===== src/hw/rtl/lstr_pkg.sv =====
`timescale 1ns / 1ps
// ----------------------------------------------------------------------------
// lstr_pkg
// Types, codes and node arithmetic shared by the segment tree controller and
// datapath.
// ----------------------------------------------------------------------------
package lstr_pkg;

   localparam int VAL_W   = 48;
   localparam int TAG_W   = 49;
   localparam int SHIFT_W = 5;

   typedef logic [VAL_W-1:0] val_type;
   typedef logic [TAG_W-1:0] tag_type;

   localparam val_type MIN_IDENT = 48'h0000_7FFF_FFFF;

   localparam logic [1:0] CMD_SET    = 2'd0;
   localparam logic [1:0] CMD_UPDATE = 2'd1;
   localparam logic [1:0] CMD_QUERY  = 2'd2;

   localparam logic [1:0] MODE_MIN_ASSIGN = 2'd0;
   localparam logic [1:0] MODE_MIN_ADD    = 2'd1;
   localparam logic [1:0] MODE_SUM_ADD    = 2'd2;
   localparam logic [1:0] MODE_SUM_ASSIGN = 2'd3;

   typedef enum logic [4:0] {
      ST_CLEAR, ST_IDLE,
      ST_PD_RD, ST_PD_CHK, ST_PD_C0, ST_PD_C1, ST_PD_WP, ST_PD_NEXT,
      ST_LEAF,
      ST_LOOP, ST_L_WAIT, ST_RCHK, ST_R_WAIT, ST_SHIFT,
      ST_PL_RD, ST_PL_C0, ST_PL_WR,
      ST_OUT
   } state_type;

   typedef enum logic [2:0] {
      WS_CLEAR, WS_TAG_PUSH, WS_TAG_UPDATE, WS_PUSH_PARENT, WS_LEAF, WS_PULL
   } wsrc_type;

   typedef struct packed {
      logic                 start;
      logic                 val_we;
      logic                 tag_we;
      wsrc_type             wsrc;
      logic                 latch_p;
      logic                 acc_l_en;
      logic                 acc_r_en;
      logic                 out_load;
      logic [SHIFT_W-1:0]   shift;
   } ctl_type;

   typedef struct packed {
      logic has_tag;
      logic out_free;
   } status_type;

   function automatic logic is_min(input logic [1:0] mode);
      return (mode == MODE_MIN_ASSIGN) || (mode == MODE_MIN_ADD);
   endfunction

   function automatic logic is_assign(input logic [1:0] mode);
      return (mode == MODE_MIN_ASSIGN) || (mode == MODE_SUM_ASSIGN);
   endfunction

   function automatic val_type identity(input logic [1:0] mode);
      return is_min(mode) ? MIN_IDENT : '0;
   endfunction

   function automatic val_type combine(input logic [1:0] mode, input val_type a,
                                       input val_type b);
      if (is_min(mode)) begin
         return ($signed(a) <= $signed(b)) ? a : b;
      end
      return a + b;
   endfunction

   function automatic logic has_tag(input logic [1:0] mode, input tag_type t);
      return is_assign(mode) ? t[TAG_W-1] : (|t[VAL_W-1:0]);
   endfunction

   function automatic tag_type compose(input logic [1:0] mode, input tag_type old_t,
                                       input tag_type new_t);
      if (is_assign(mode)) begin
         return new_t[TAG_W-1] ? new_t : old_t;
      end
      return {1'b0, old_t[VAL_W-1:0] + new_t[VAL_W-1:0]};
   endfunction

   // value of a node with its pending tag applied, segment size 2^shift
   function automatic val_type node_eval(input logic [1:0] mode, input val_type v,
                                         input tag_type t, input logic [SHIFT_W-1:0] shift);
      val_type a;
      a = t[VAL_W-1:0];
      case (mode)
         MODE_MIN_ASSIGN: return t[TAG_W-1] ? a : v;
         MODE_MIN_ADD:    return v + a;
         MODE_SUM_ADD:    return v + (a << shift);
         default:         return t[TAG_W-1] ? (a << shift) : v;
      endcase
   endfunction

endpackage


===== src/hw/rtl/lstr_ctrl.sv =====
`timescale 1ns / 1ps
// ----------------------------------------------------------------------------
// lstr_ctrl
// Sequencer: clearing sweep, tag push-down along one root path or two, range
// walk and parent recompute, issuing memory addresses and datapath commands.
// ----------------------------------------------------------------------------
module lstr_ctrl #(
   parameter int TREE_HEIGHT = 10
) (
   input  logic                                  clock,
   input  logic                                  reset,
   input  logic                                  req_tvalid,
   output logic                                  req_tready,
   input  logic [1:0]                            command,
   input  logic [10:0]                           index_low,
   input  logic [10:0]                           index_high,
   input  logic                                  csr_wen,
   input  lstr_pkg::status_type                  status,
   output lstr_pkg::ctl_type                     ctl,
   output logic [TREE_HEIGHT:0]                  rd_addr,
   output logic [TREE_HEIGHT:0]                  wr_addr
);
   import lstr_pkg::*;

   localparam int LEAVES = 1 << TREE_HEIGHT;
   localparam int NW     = TREE_HEIGHT + 1;
   localparam int LW     = TREE_HEIGHT + 2;
   localparam int SW     = $clog2(TREE_HEIGHT + 3);

   state_type     state_ff, state_in;
   logic [1:0]    cmd_ff, cmd_in;
   logic [NW-1:0] a_ff, a_in, b_ff, b_in, clr_ff, clr_in;
   logic [LW-1:0] l_ff, l_in, r_ff, r_in, r_m1;
   logic [SW-1:0] step_ff, step_in;
   logic          path_ff, path_in;

   logic [31:0]   lo32, hi32;
   logic          valid_set, valid_rng;
   logic [NW-1:0] leaf_lo, leaf_hi, base, node, child0, child1;
   logic          step_last, step_top;

   assign lo32      = {21'b0, index_low};
   assign hi32      = {21'b0, index_high};
   assign valid_set = lo32 < 32'(LEAVES);
   assign valid_rng = (lo32 < hi32) && (hi32 <= 32'(LEAVES));
   assign leaf_lo   = lo32[NW-1:0] + NW'(LEAVES);
   assign leaf_hi   = hi32[NW-1:0] + NW'(LEAVES - 1);
   assign base      = path_ff ? b_ff : a_ff;
   assign node      = base >> step_ff;
   assign child0    = {node[NW-2:0], 1'b0};
   assign child1    = {node[NW-2:0], 1'b1};
   assign step_last = (step_ff == SW'(1));
   assign step_top  = (step_ff == SW'(TREE_HEIGHT));
   assign r_m1      = r_ff - LW'(1);

   always_comb begin
      state_in = state_ff;
      cmd_in   = cmd_ff;
      a_in     = a_ff;
      b_in     = b_ff;
      l_in     = l_ff;
      r_in     = r_ff;
      step_in  = step_ff;
      path_in  = path_ff;
      clr_in   = clr_ff;
      case (state_ff)
         ST_CLEAR: begin
            clr_in = clr_ff + NW'(1);
            if (clr_ff == '1) state_in = ST_IDLE;
         end
         ST_IDLE: begin
            if (req_tvalid) begin
               cmd_in  = command;
               a_in    = leaf_lo;
               b_in    = leaf_hi;
               l_in    = {1'b0, leaf_lo};
               r_in    = {1'b0, leaf_hi} + LW'(1);
               step_in = SW'(TREE_HEIGHT);
               path_in = 1'b0;
               case (command)
                  CMD_SET:    if (valid_set) state_in = ST_PD_RD;
                  CMD_UPDATE: if (valid_rng) state_in = ST_PD_RD;
                  CMD_QUERY:  state_in = valid_rng ? ST_PD_RD : ST_OUT;
                  default:    state_in = ST_IDLE;
               endcase
            end
         end
         ST_PD_RD:  state_in = ST_PD_CHK;
         ST_PD_CHK: state_in = status.has_tag ? ST_PD_C0 : ST_PD_NEXT;
         ST_PD_C0:  state_in = ST_PD_C1;
         ST_PD_C1:  state_in = ST_PD_WP;
         ST_PD_WP:  state_in = ST_PD_NEXT;
         ST_PD_NEXT: begin
            if (!step_last) begin
               step_in  = step_ff - SW'(1);
               state_in = ST_PD_RD;
            end else if (cmd_ff == CMD_SET) begin
               state_in = ST_LEAF;
            end else if (!path_ff) begin
               path_in  = 1'b1;
               step_in  = SW'(TREE_HEIGHT);
               state_in = ST_PD_RD;
            end else begin
               step_in  = '0;
               state_in = ST_LOOP;
            end
         end
         ST_LEAF: begin
            path_in  = 1'b0;
            step_in  = SW'(1);
            state_in = ST_PL_RD;
         end
         ST_LOOP: begin
            if (l_ff < r_ff) begin
               state_in = l_ff[0] ? ST_L_WAIT : ST_RCHK;
            end else if (cmd_ff == CMD_UPDATE) begin
               path_in  = 1'b0;
               step_in  = SW'(1);
               state_in = ST_PL_RD;
            end else begin
               state_in = ST_OUT;
            end
         end
         ST_L_WAIT: begin
            l_in     = l_ff + LW'(1);
            state_in = ST_RCHK;
         end
         ST_RCHK: begin
            if (r_ff[0]) begin
               r_in     = r_m1;
               state_in = ST_R_WAIT;
            end else begin
               state_in = ST_SHIFT;
            end
         end
         ST_R_WAIT: state_in = ST_SHIFT;
         ST_SHIFT: begin
            l_in     = l_ff >> 1;
            r_in     = r_ff >> 1;
            step_in  = step_ff + SW'(1);
            state_in = ST_LOOP;
         end
         ST_PL_RD: state_in = ST_PL_C0;
         ST_PL_C0: state_in = ST_PL_WR;
         ST_PL_WR: begin
            if (!step_top) begin
               step_in  = step_ff + SW'(1);
               state_in = ST_PL_RD;
            end else if ((cmd_ff == CMD_UPDATE) && !path_ff) begin
               path_in  = 1'b1;
               step_in  = SW'(1);
               state_in = ST_PL_RD;
            end else begin
               state_in = ST_IDLE;
            end
         end
         ST_OUT: if (status.out_free) state_in = ST_IDLE;
         default: state_in = ST_IDLE;
      endcase
      // a mode write restarts the clearing sweep
      if (csr_wen) begin
         state_in = ST_CLEAR;
         clr_in   = '0;
      end
   end

   always_comb begin
      ctl        = '0;
      ctl.wsrc   = WS_CLEAR;
      ctl.shift  = SHIFT_W'(step_ff);
      req_tready = 1'b0;
      rd_addr    = node;
      wr_addr    = node;
      case (state_ff)
         ST_CLEAR: begin
            wr_addr    = clr_ff;
            ctl.val_we = 1'b1;
            ctl.tag_we = 1'b1;
            ctl.wsrc   = WS_CLEAR;
         end
         ST_IDLE: begin
            req_tready = 1'b1;
            ctl.start  = req_tvalid;
         end
         ST_PD_CHK: begin
            rd_addr     = child0;
            ctl.latch_p = 1'b1;
         end
         ST_PD_C0: begin
            wr_addr    = child0;
            rd_addr    = child1;
            ctl.tag_we = 1'b1;
            ctl.wsrc   = WS_TAG_PUSH;
         end
         ST_PD_C1: begin
            wr_addr    = child1;
            ctl.tag_we = 1'b1;
            ctl.wsrc   = WS_TAG_PUSH;
         end
         ST_PD_WP: begin
            ctl.val_we = 1'b1;
            ctl.tag_we = 1'b1;
            ctl.wsrc   = WS_PUSH_PARENT;
         end
         ST_LEAF: begin
            wr_addr    = a_ff;
            ctl.val_we = 1'b1;
            ctl.tag_we = 1'b1;
            ctl.wsrc   = WS_LEAF;
         end
         ST_LOOP: rd_addr = l_ff[NW-1:0];
         ST_L_WAIT: begin
            wr_addr = l_ff[NW-1:0];
            if (cmd_ff == CMD_UPDATE) begin
               ctl.tag_we = 1'b1;
               ctl.wsrc   = WS_TAG_UPDATE;
            end else begin
               ctl.acc_l_en = 1'b1;
            end
         end
         ST_RCHK: rd_addr = r_m1[NW-1:0];
         ST_R_WAIT: begin
            wr_addr = r_ff[NW-1:0];
            if (cmd_ff == CMD_UPDATE) begin
               ctl.tag_we = 1'b1;
               ctl.wsrc   = WS_TAG_UPDATE;
            end else begin
               ctl.acc_r_en = 1'b1;
            end
         end
         ST_PL_RD: rd_addr = child0;
         ST_PL_C0: begin
            rd_addr     = child1;
            ctl.latch_p = 1'b1;
         end
         ST_PL_WR: begin
            ctl.val_we = 1'b1;
            ctl.wsrc   = WS_PULL;
            ctl.shift  = SHIFT_W'(step_ff - SW'(1));
         end
         ST_OUT: ctl.out_load = status.out_free;
         default: ;
      endcase
   end

   always_ff @(posedge clock) begin
      if (reset) begin
         state_ff <= ST_CLEAR;
         clr_ff   <= '0;
         cmd_ff   <= CMD_SET;
         step_ff  <= '0;
         path_ff  <= 1'b0;
      end else begin
         state_ff <= state_in;
         clr_ff   <= clr_in;
         cmd_ff   <= cmd_in;
         step_ff  <= step_in;
         path_ff  <= path_in;
      end
      a_ff <= a_in;
      b_ff <= b_in;
      l_ff <= l_in;
      r_ff <= r_in;
   end

   a_mode_clears: assert property (@(posedge clock) disable iff (reset)
      csr_wen |=> (state_ff == ST_CLEAR))
      else $error("mode write did not start the clearing sweep");

   a_left_odd: assert property (@(posedge clock) disable iff (reset)
      (state_ff == ST_L_WAIT) |-> l_ff[0])
      else $error("left boundary node taken while even");

   a_push_ports_apart: assert property (@(posedge clock) disable iff (reset)
      (state_ff == ST_PD_C0) |-> (wr_addr != rd_addr))
      else $error("push-down writes and reads the same child");

   a_push_step: assert property (@(posedge clock) disable iff (reset)
      (state_ff == ST_PD_RD) |-> (step_ff != '0))
      else $error("push-down reached the leaf level");

endmodule


===== config.mk =====
export PLATFORM = sky130hd
export DESIGN_NAME = lstr_ctrl
export DESIGN_NICKNAME = d
export VERILOG_FILES = /design/src/hw/rtl/lstr_pkg.sv /design/src/hw/rtl/lstr_ctrl.sv
export SDC_FILE = /design/constraint.sdc
export NUM_CORES = 1
export LEC_CHECK = 0
export BUFFER_PORTS_ARGS = -buffer_cell sky130_fd_sc_hd__buf_2
export CORE_UTILIZATION = 47
export CTS_CLUSTER_SIZE = 14
export DETAILED_ROUTE_END_ITERATION = 12
export PLACE_DENSITY = 0.66
export SYNTH_ARGS = -nofsm -noshare
export SYNTH_HDL_FRONTEND = slang
export SYNTH_SLANG_ARGS = --single-unit

===== constraint.sdc =====
create_clock -name clock -period 3.1 [get_ports clock]
set_input_delay 0.155 -clock clock [delete_from_list [all_inputs] [get_ports clock]]
set_output_delay 0.155 -clock clock [all_outputs]
set_load 0.02 [all_outputs]

# Word-level counts from Yosys, hierarchy flattened
# Cells that the tools add are included.
[word_totals]
reg_bits = 69
in_bits = 30
output_inout_bits = 38
elab_cells = 141
[classes]
add_sub_neg = 9
n_lt_le_gt_ge = 4
n_eq_ne = 37
shifts = 1
mux = 55
n_reduce_logical = 25
[op_table]
columns = ["operator", "count"]
rows = [
  ["case mux 5 bit (18 select lines)", 1],
  ["case mux 12 bit (3 select lines)", 2],
  ["case mux 11 bit (6 select lines)", 1],
  ["two-way mux 4 bit", 14],
  ["two-way mux 5 bit", 9],
  ["case mux 11 bit (4 select lines)", 1],
  ["equality test 5 x 4 -> 1 bit, second input constant", 8],
  ["two-way mux 12 bit", 3],
  ["case mux 4 bit (6 select lines)", 1],
  ["equality test 5 x 3 -> 1 bit, second input constant", 4],
  ["!= test 2 bit, second input constant", 10],
  ["two-way mux 1 bit", 17],
  ["case mux 3 bit (5 select lines)", 1],
  ["case mux 5 bit (3 select lines)", 1],
  ["adder 11 x 1 -> 12 bit, second input constant", 1],
  ["adder 12 x 1 -> 12 bit, second input constant", 1],
  ["< comparator 12 bit", 1],
  ["!= test 3 bit, second input constant", 4],
  ["OR reduction 2 bit", 6],
  ["subtractor 12 x 1 -> 12 bit, second input constant", 1],
  ["adder 11 x 1 -> 11 bit, second input constant", 1],
  ["adder 11 x 10 -> 11 bit, second input constant", 1],
  ["adder 11 bit, second input constant", 1],
  ["equality test 11 bit, second input constant", 1],
  ["other kinds (32)", 40],
]

# Depth between registers and ports, before layout
[depth]
ltp_word = 6
mapped_depth = 10

# Least setup slack after synthesis
# OpenSTA, ideal clock, no wires.
[synth_timing]
kind = "flip-flop to flip-flop"
start = "reg state_ff[4]"
end = "reg l_ff[0] (enable)"
arrival_ps = 2108
t_required_ps = 2715
setup_slack_ps = 607
stages_incl_launch_ff = 7
path_buffers = 2
period_less_slack_ps = 2493
path_cell_list = "dfxtp_1 buf_4 or3b_2 nor2_1 nor2_1 clkbuf_1 a21oi_1"
[synth_between]
elab_chain_cells = 3
word_cells_on_any_way = 6
[synth_rtl]
columns = ["item", "line", "text"]
rows = [
  ["start: declaration", "lstr_ctrl.sv:30", "state_type state_ff, state_in;"],
  ["start signal: assignment", "lstr_ctrl.sv:254", "state_ff <= state_in;"],
  ["equality test 5 x 1 -> 1 bit / equality test 5 x 4 -> 1 bit (equally long branches)", "lstr_ctrl.sv:66", "case (state_ff)"],
  ["!= test 2 bit (no source line) / nonzero test 3 bit (equally long branches)", "n/a", ""],
  ["AND reduction 2 bit (no source line) *", "n/a", ""],
  ["end signal: assignment", "lstr_ctrl.sv:262", "l_ff <= l_in;"],
  ["end: declaration", "lstr_ctrl.sv:33", "logic [LW-1:0] l_ff, l_in, r_ff, r_in, r_m1;"],
]
# Every way passes the cells marked *; elsewhere a longest branch is shown, timed or not.
# A chain may end at the register's enable or synchronous reset.

# Worst setup path in the final report
[layout_timing]
start = "reg path_ff"
end = "out rd_addr[3]"
[layout_between]
elab_chain_cells = 3
[layout_rtl]
columns = ["item", "line", "text"]
rows = [
  ["start: declaration", "lstr_ctrl.sv:35", "logic path_ff, path_in;"],
  ["start signal: assignment", "lstr_ctrl.sv:258", "path_ff <= path_in;"],
  ["two-way mux 11 bit", "lstr_ctrl.sv:48", "assign base = path_ff ? b_ff : a_ff;"],
  [">> shifter 11 x 4 -> 11 bit", "lstr_ctrl.sv:49", "assign node = base >> step_ff;"],
  ["case mux 11 bit (4 select lines)", "lstr_ctrl.sv:174", "case (state_ff)"],
  ["end: declaration", "lstr_ctrl.sv:20", "output logic [TREE_HEIGHT:0] rd_addr,"],
]
# No other way between the ends.

==> flow_summary.ini <==
[power]
power_switching_share_pct = 23.80
clkPwrFrac_pct = 47.5
intPower_mw = 1.667
p_leak_nw = 2.850
comb_power_share_pct = 7.5
powerDensity_mw_per_mm2 = 300.2
pwr-share-seq_pct = 45.0
vdd_ir_drop_max_v = 0.0003276
switching_power_uw = 520.9
p_total_mw = 2.188

[floorplan]
die_area_mm2 = 0.01390
die_w_um = 117.9
num_io_pins = 68
num_rows = 41
start_util_pct = 49.02
core_area_mm2 = 0.01288
die-height_um = 117.9

[placement]
pre_cts_slack_ns = 0.3978
gp_congestion = 1.001
place_inst = 987
hpwlAfterDp_um = 18890
place_area_mm2 = 0.006964
numPortBuffers = 67

[logic_synthesis]
ys_ff_latch = 69
ys_types = 80
ys.flop_type = edfxtp_1
synth_edf_count = 46
synthTopCellsByCount = nand2_1, nor2_1, edfxtp_1, o21ai_0, inv_1
yosys-top-cells-area = edfxtp_1, dfxtp_1, ha_1
netlist_area_mm2 = 0.006312
ys_warn_count = 0
synth_area_leader_cell = edfxtp_1
syn_nets = 811
yosysMostFrequentCell = nand2_1
synthCells = 751
synth.avg_cell_area_um2 = 8.405
synth_top_area_share_pct = 21.88
ys_async_sr_fraction_pct = 0
yosysSeqAreaShare_pct = 29.18

[layout]
antenna_cells = 0
design_area_mm2 = 0.007291
area_delta_synth_final_pct = 15.50
nFillCells = 1217
final_layout_size_suffix_gt1_share_pct = 19.18
num-nets-final = 889
stdcell_count = 1006
utilization_pct = 56.62

[route]
via_per_inst = 6.626
ant_nets = 0
firstDrtPassIters = 7
drtIter0Drc = 857
drc_errors = 0
vias = 6666
detail_route.wl_per_cell_um = 23.82
wl_um = 23960

[min_path]
hp-class = primary input to flop

[timing]
max_slew_margin_pct = 33.33
fmax_ghz = 0.3332
setup_violations = 0
timing.final.ws_setup_ns = 0.09878
tightestPinTransition_ns = 0.9963
fin_hold_ws_ns = 0.02798
hold_viol_final = 0
report.final.slew_viol_count = 0
fin_crit_sh_pct = 96.81
fin_crit_ns = 3.001
rsz0062_at_grt = false
fin_setup_tns_ns = 0
final.setup_skew_ns = 0.009620

[setup_path]
worst_setup_path_end_kind = output pin
critPathLaunch = path_ff
slowest_delay_ns = 0.60
critPathRequiredTime_ns = 2.94
crit-reg2reg-launch = r_ff[0]
crit_chain = buf_4 > mux4_2 > mux2i_1 > or3_1 > o21ai_1 > a222oi_1 > nand2_1 > buf_2
r2r_slack_ns = 0.52
start_kind = flop
crit_type = flop to output pin
cp_slowest_cell = mux4_2
critPathArrivalTime_ns = 2.85
endpoint = rd_addr[3]
reg2reg_depth = 8
cp_max_fo = 19
r2r_end = r_ff[8]

[clock_tree]
cts_root_buffer = clkbuf_16
cts.clk_slew.worst_paths_ns = 0.06
cts_tree = yes
clockBufferDepth = 2
htree_levels = 3
clock-sinks = 69
insertion_delay_ns = 0.34
cts_buffers = 9

[global_routing]
grt_use_total_pct = 34.31
grt_pass1_vias = 6260
grt_max_degree = 27
grt_pass1_wl_um = 36470
grt_overflow = 0
antenna_found_initial = 0

[outcome]
outcome = completed

[job]
drv_cap = 0
[power by group through the flow]
stage | Sequential (mW) | Combinational [mW] | Clock [mW]
after floorplan | 1.00 | 0.0907 | 0
after global placement | 1.00 | 0.158 | 0
after detailed placement | 1.01 | 0.162 | 0
after CTS | 0.985 | 0.162 | 1.05
after global routing | 0.985 | 0.178 | 1.09
final | 0.986 | 0.164 | 1.04
[flip-flops by register name, summed over array words and instances, names as in the netlist]
register	cells
l_ff	12
r_ff	12
step_ff	4
b_ff	11
cmd_ff	2
a_ff	11
path_ff	1
clr_ff	11
state_ff	5
[layout make-up]
cell class	count	area, um^2	area share [%]
flip-flops and latches	69	1842	25.26
inverters	37	138.9	1.905
repair buffers	109	650.6	8.924
clock buffers	9	225.2	3.089
clock inverters	7	73.82	1.013
multi-input cells	603	4145	56.86
well taps	172	215.2	2.952
[how the worst min path moves through the flow]
stage                 start       to  depth (start not counted)
2_1_floorplan  index_low[0]  a_ff[0]                          0
3_3_place_gp   index_low[1]  a_ff[1]                          1
3_5_place_dp   index_low[1]  a_ff[1]                          1
4_1_cts        index_low[1]  a_ff[1]                          1
5_1_grt        index_low[1]  a_ff[1]                          1
6_report       index_low[1]  a_ff[1]                          1
[worst max-delay path: cells and delay by family (launching register included)]
| family | cells | cell delay (ns) |
|---|---|---|
| AO/OA/AOI/OAI | 2 | 0.60 |
| buffers and inverters | 2 | 0.50 |
| flip-flops | 1 | 0.35 |
| multiplexers | 2 | 0.79 |
| AND/OR/NAND/NOR | 2 | 0.27 |
[timing repair]
action | CTS | global route
hold buffers | 0 | 0
setup buffers | 0 | 3
setup endpoints to repair | 0 | 2
gates resized for setup | 0 | 2
[cells by family after synthesis]
group | count (synthesis) | share of synthesized area, %
AO/OA/AOI/OAI | 224 | 25.37
XOR/XNOR | 43 | 5.966
adder cells (fa/ha/maj) | 30 | 5.946
buffers and inverters | 79 | 5.312
flip-flops | 69 | 29.18
multiplexers | 24 | 5.590
AND/OR/NAND/NOR | 282 | 22.64
[layer usage]
layer	GRT usage, %	vias to the layer above	share of wire [%]
met4	17.15	0	5.0
met5	0	-	0
met3	5.523	79	7.1
li1	-	3023	-
met1	44.71	3177	42
met2	54.93	387	46
[layout by cell type (no fill, tap or decap), drive strengths merged, types with 10 or more instances in the layout]
master and count:
or3 11, nor2 67, a31oi 13, a21oi 35
xor2 16, nand4 14, nand2b 12, buf 109
a22oi 28, ha 30, mux2i 15, nand3 26
edfxtp 46, inv 37, nand2 81, dfxtp 23
nor3 27, xnor2 27, o21ai 47, a221oi 10
Power figures use the tool's default switching activity.
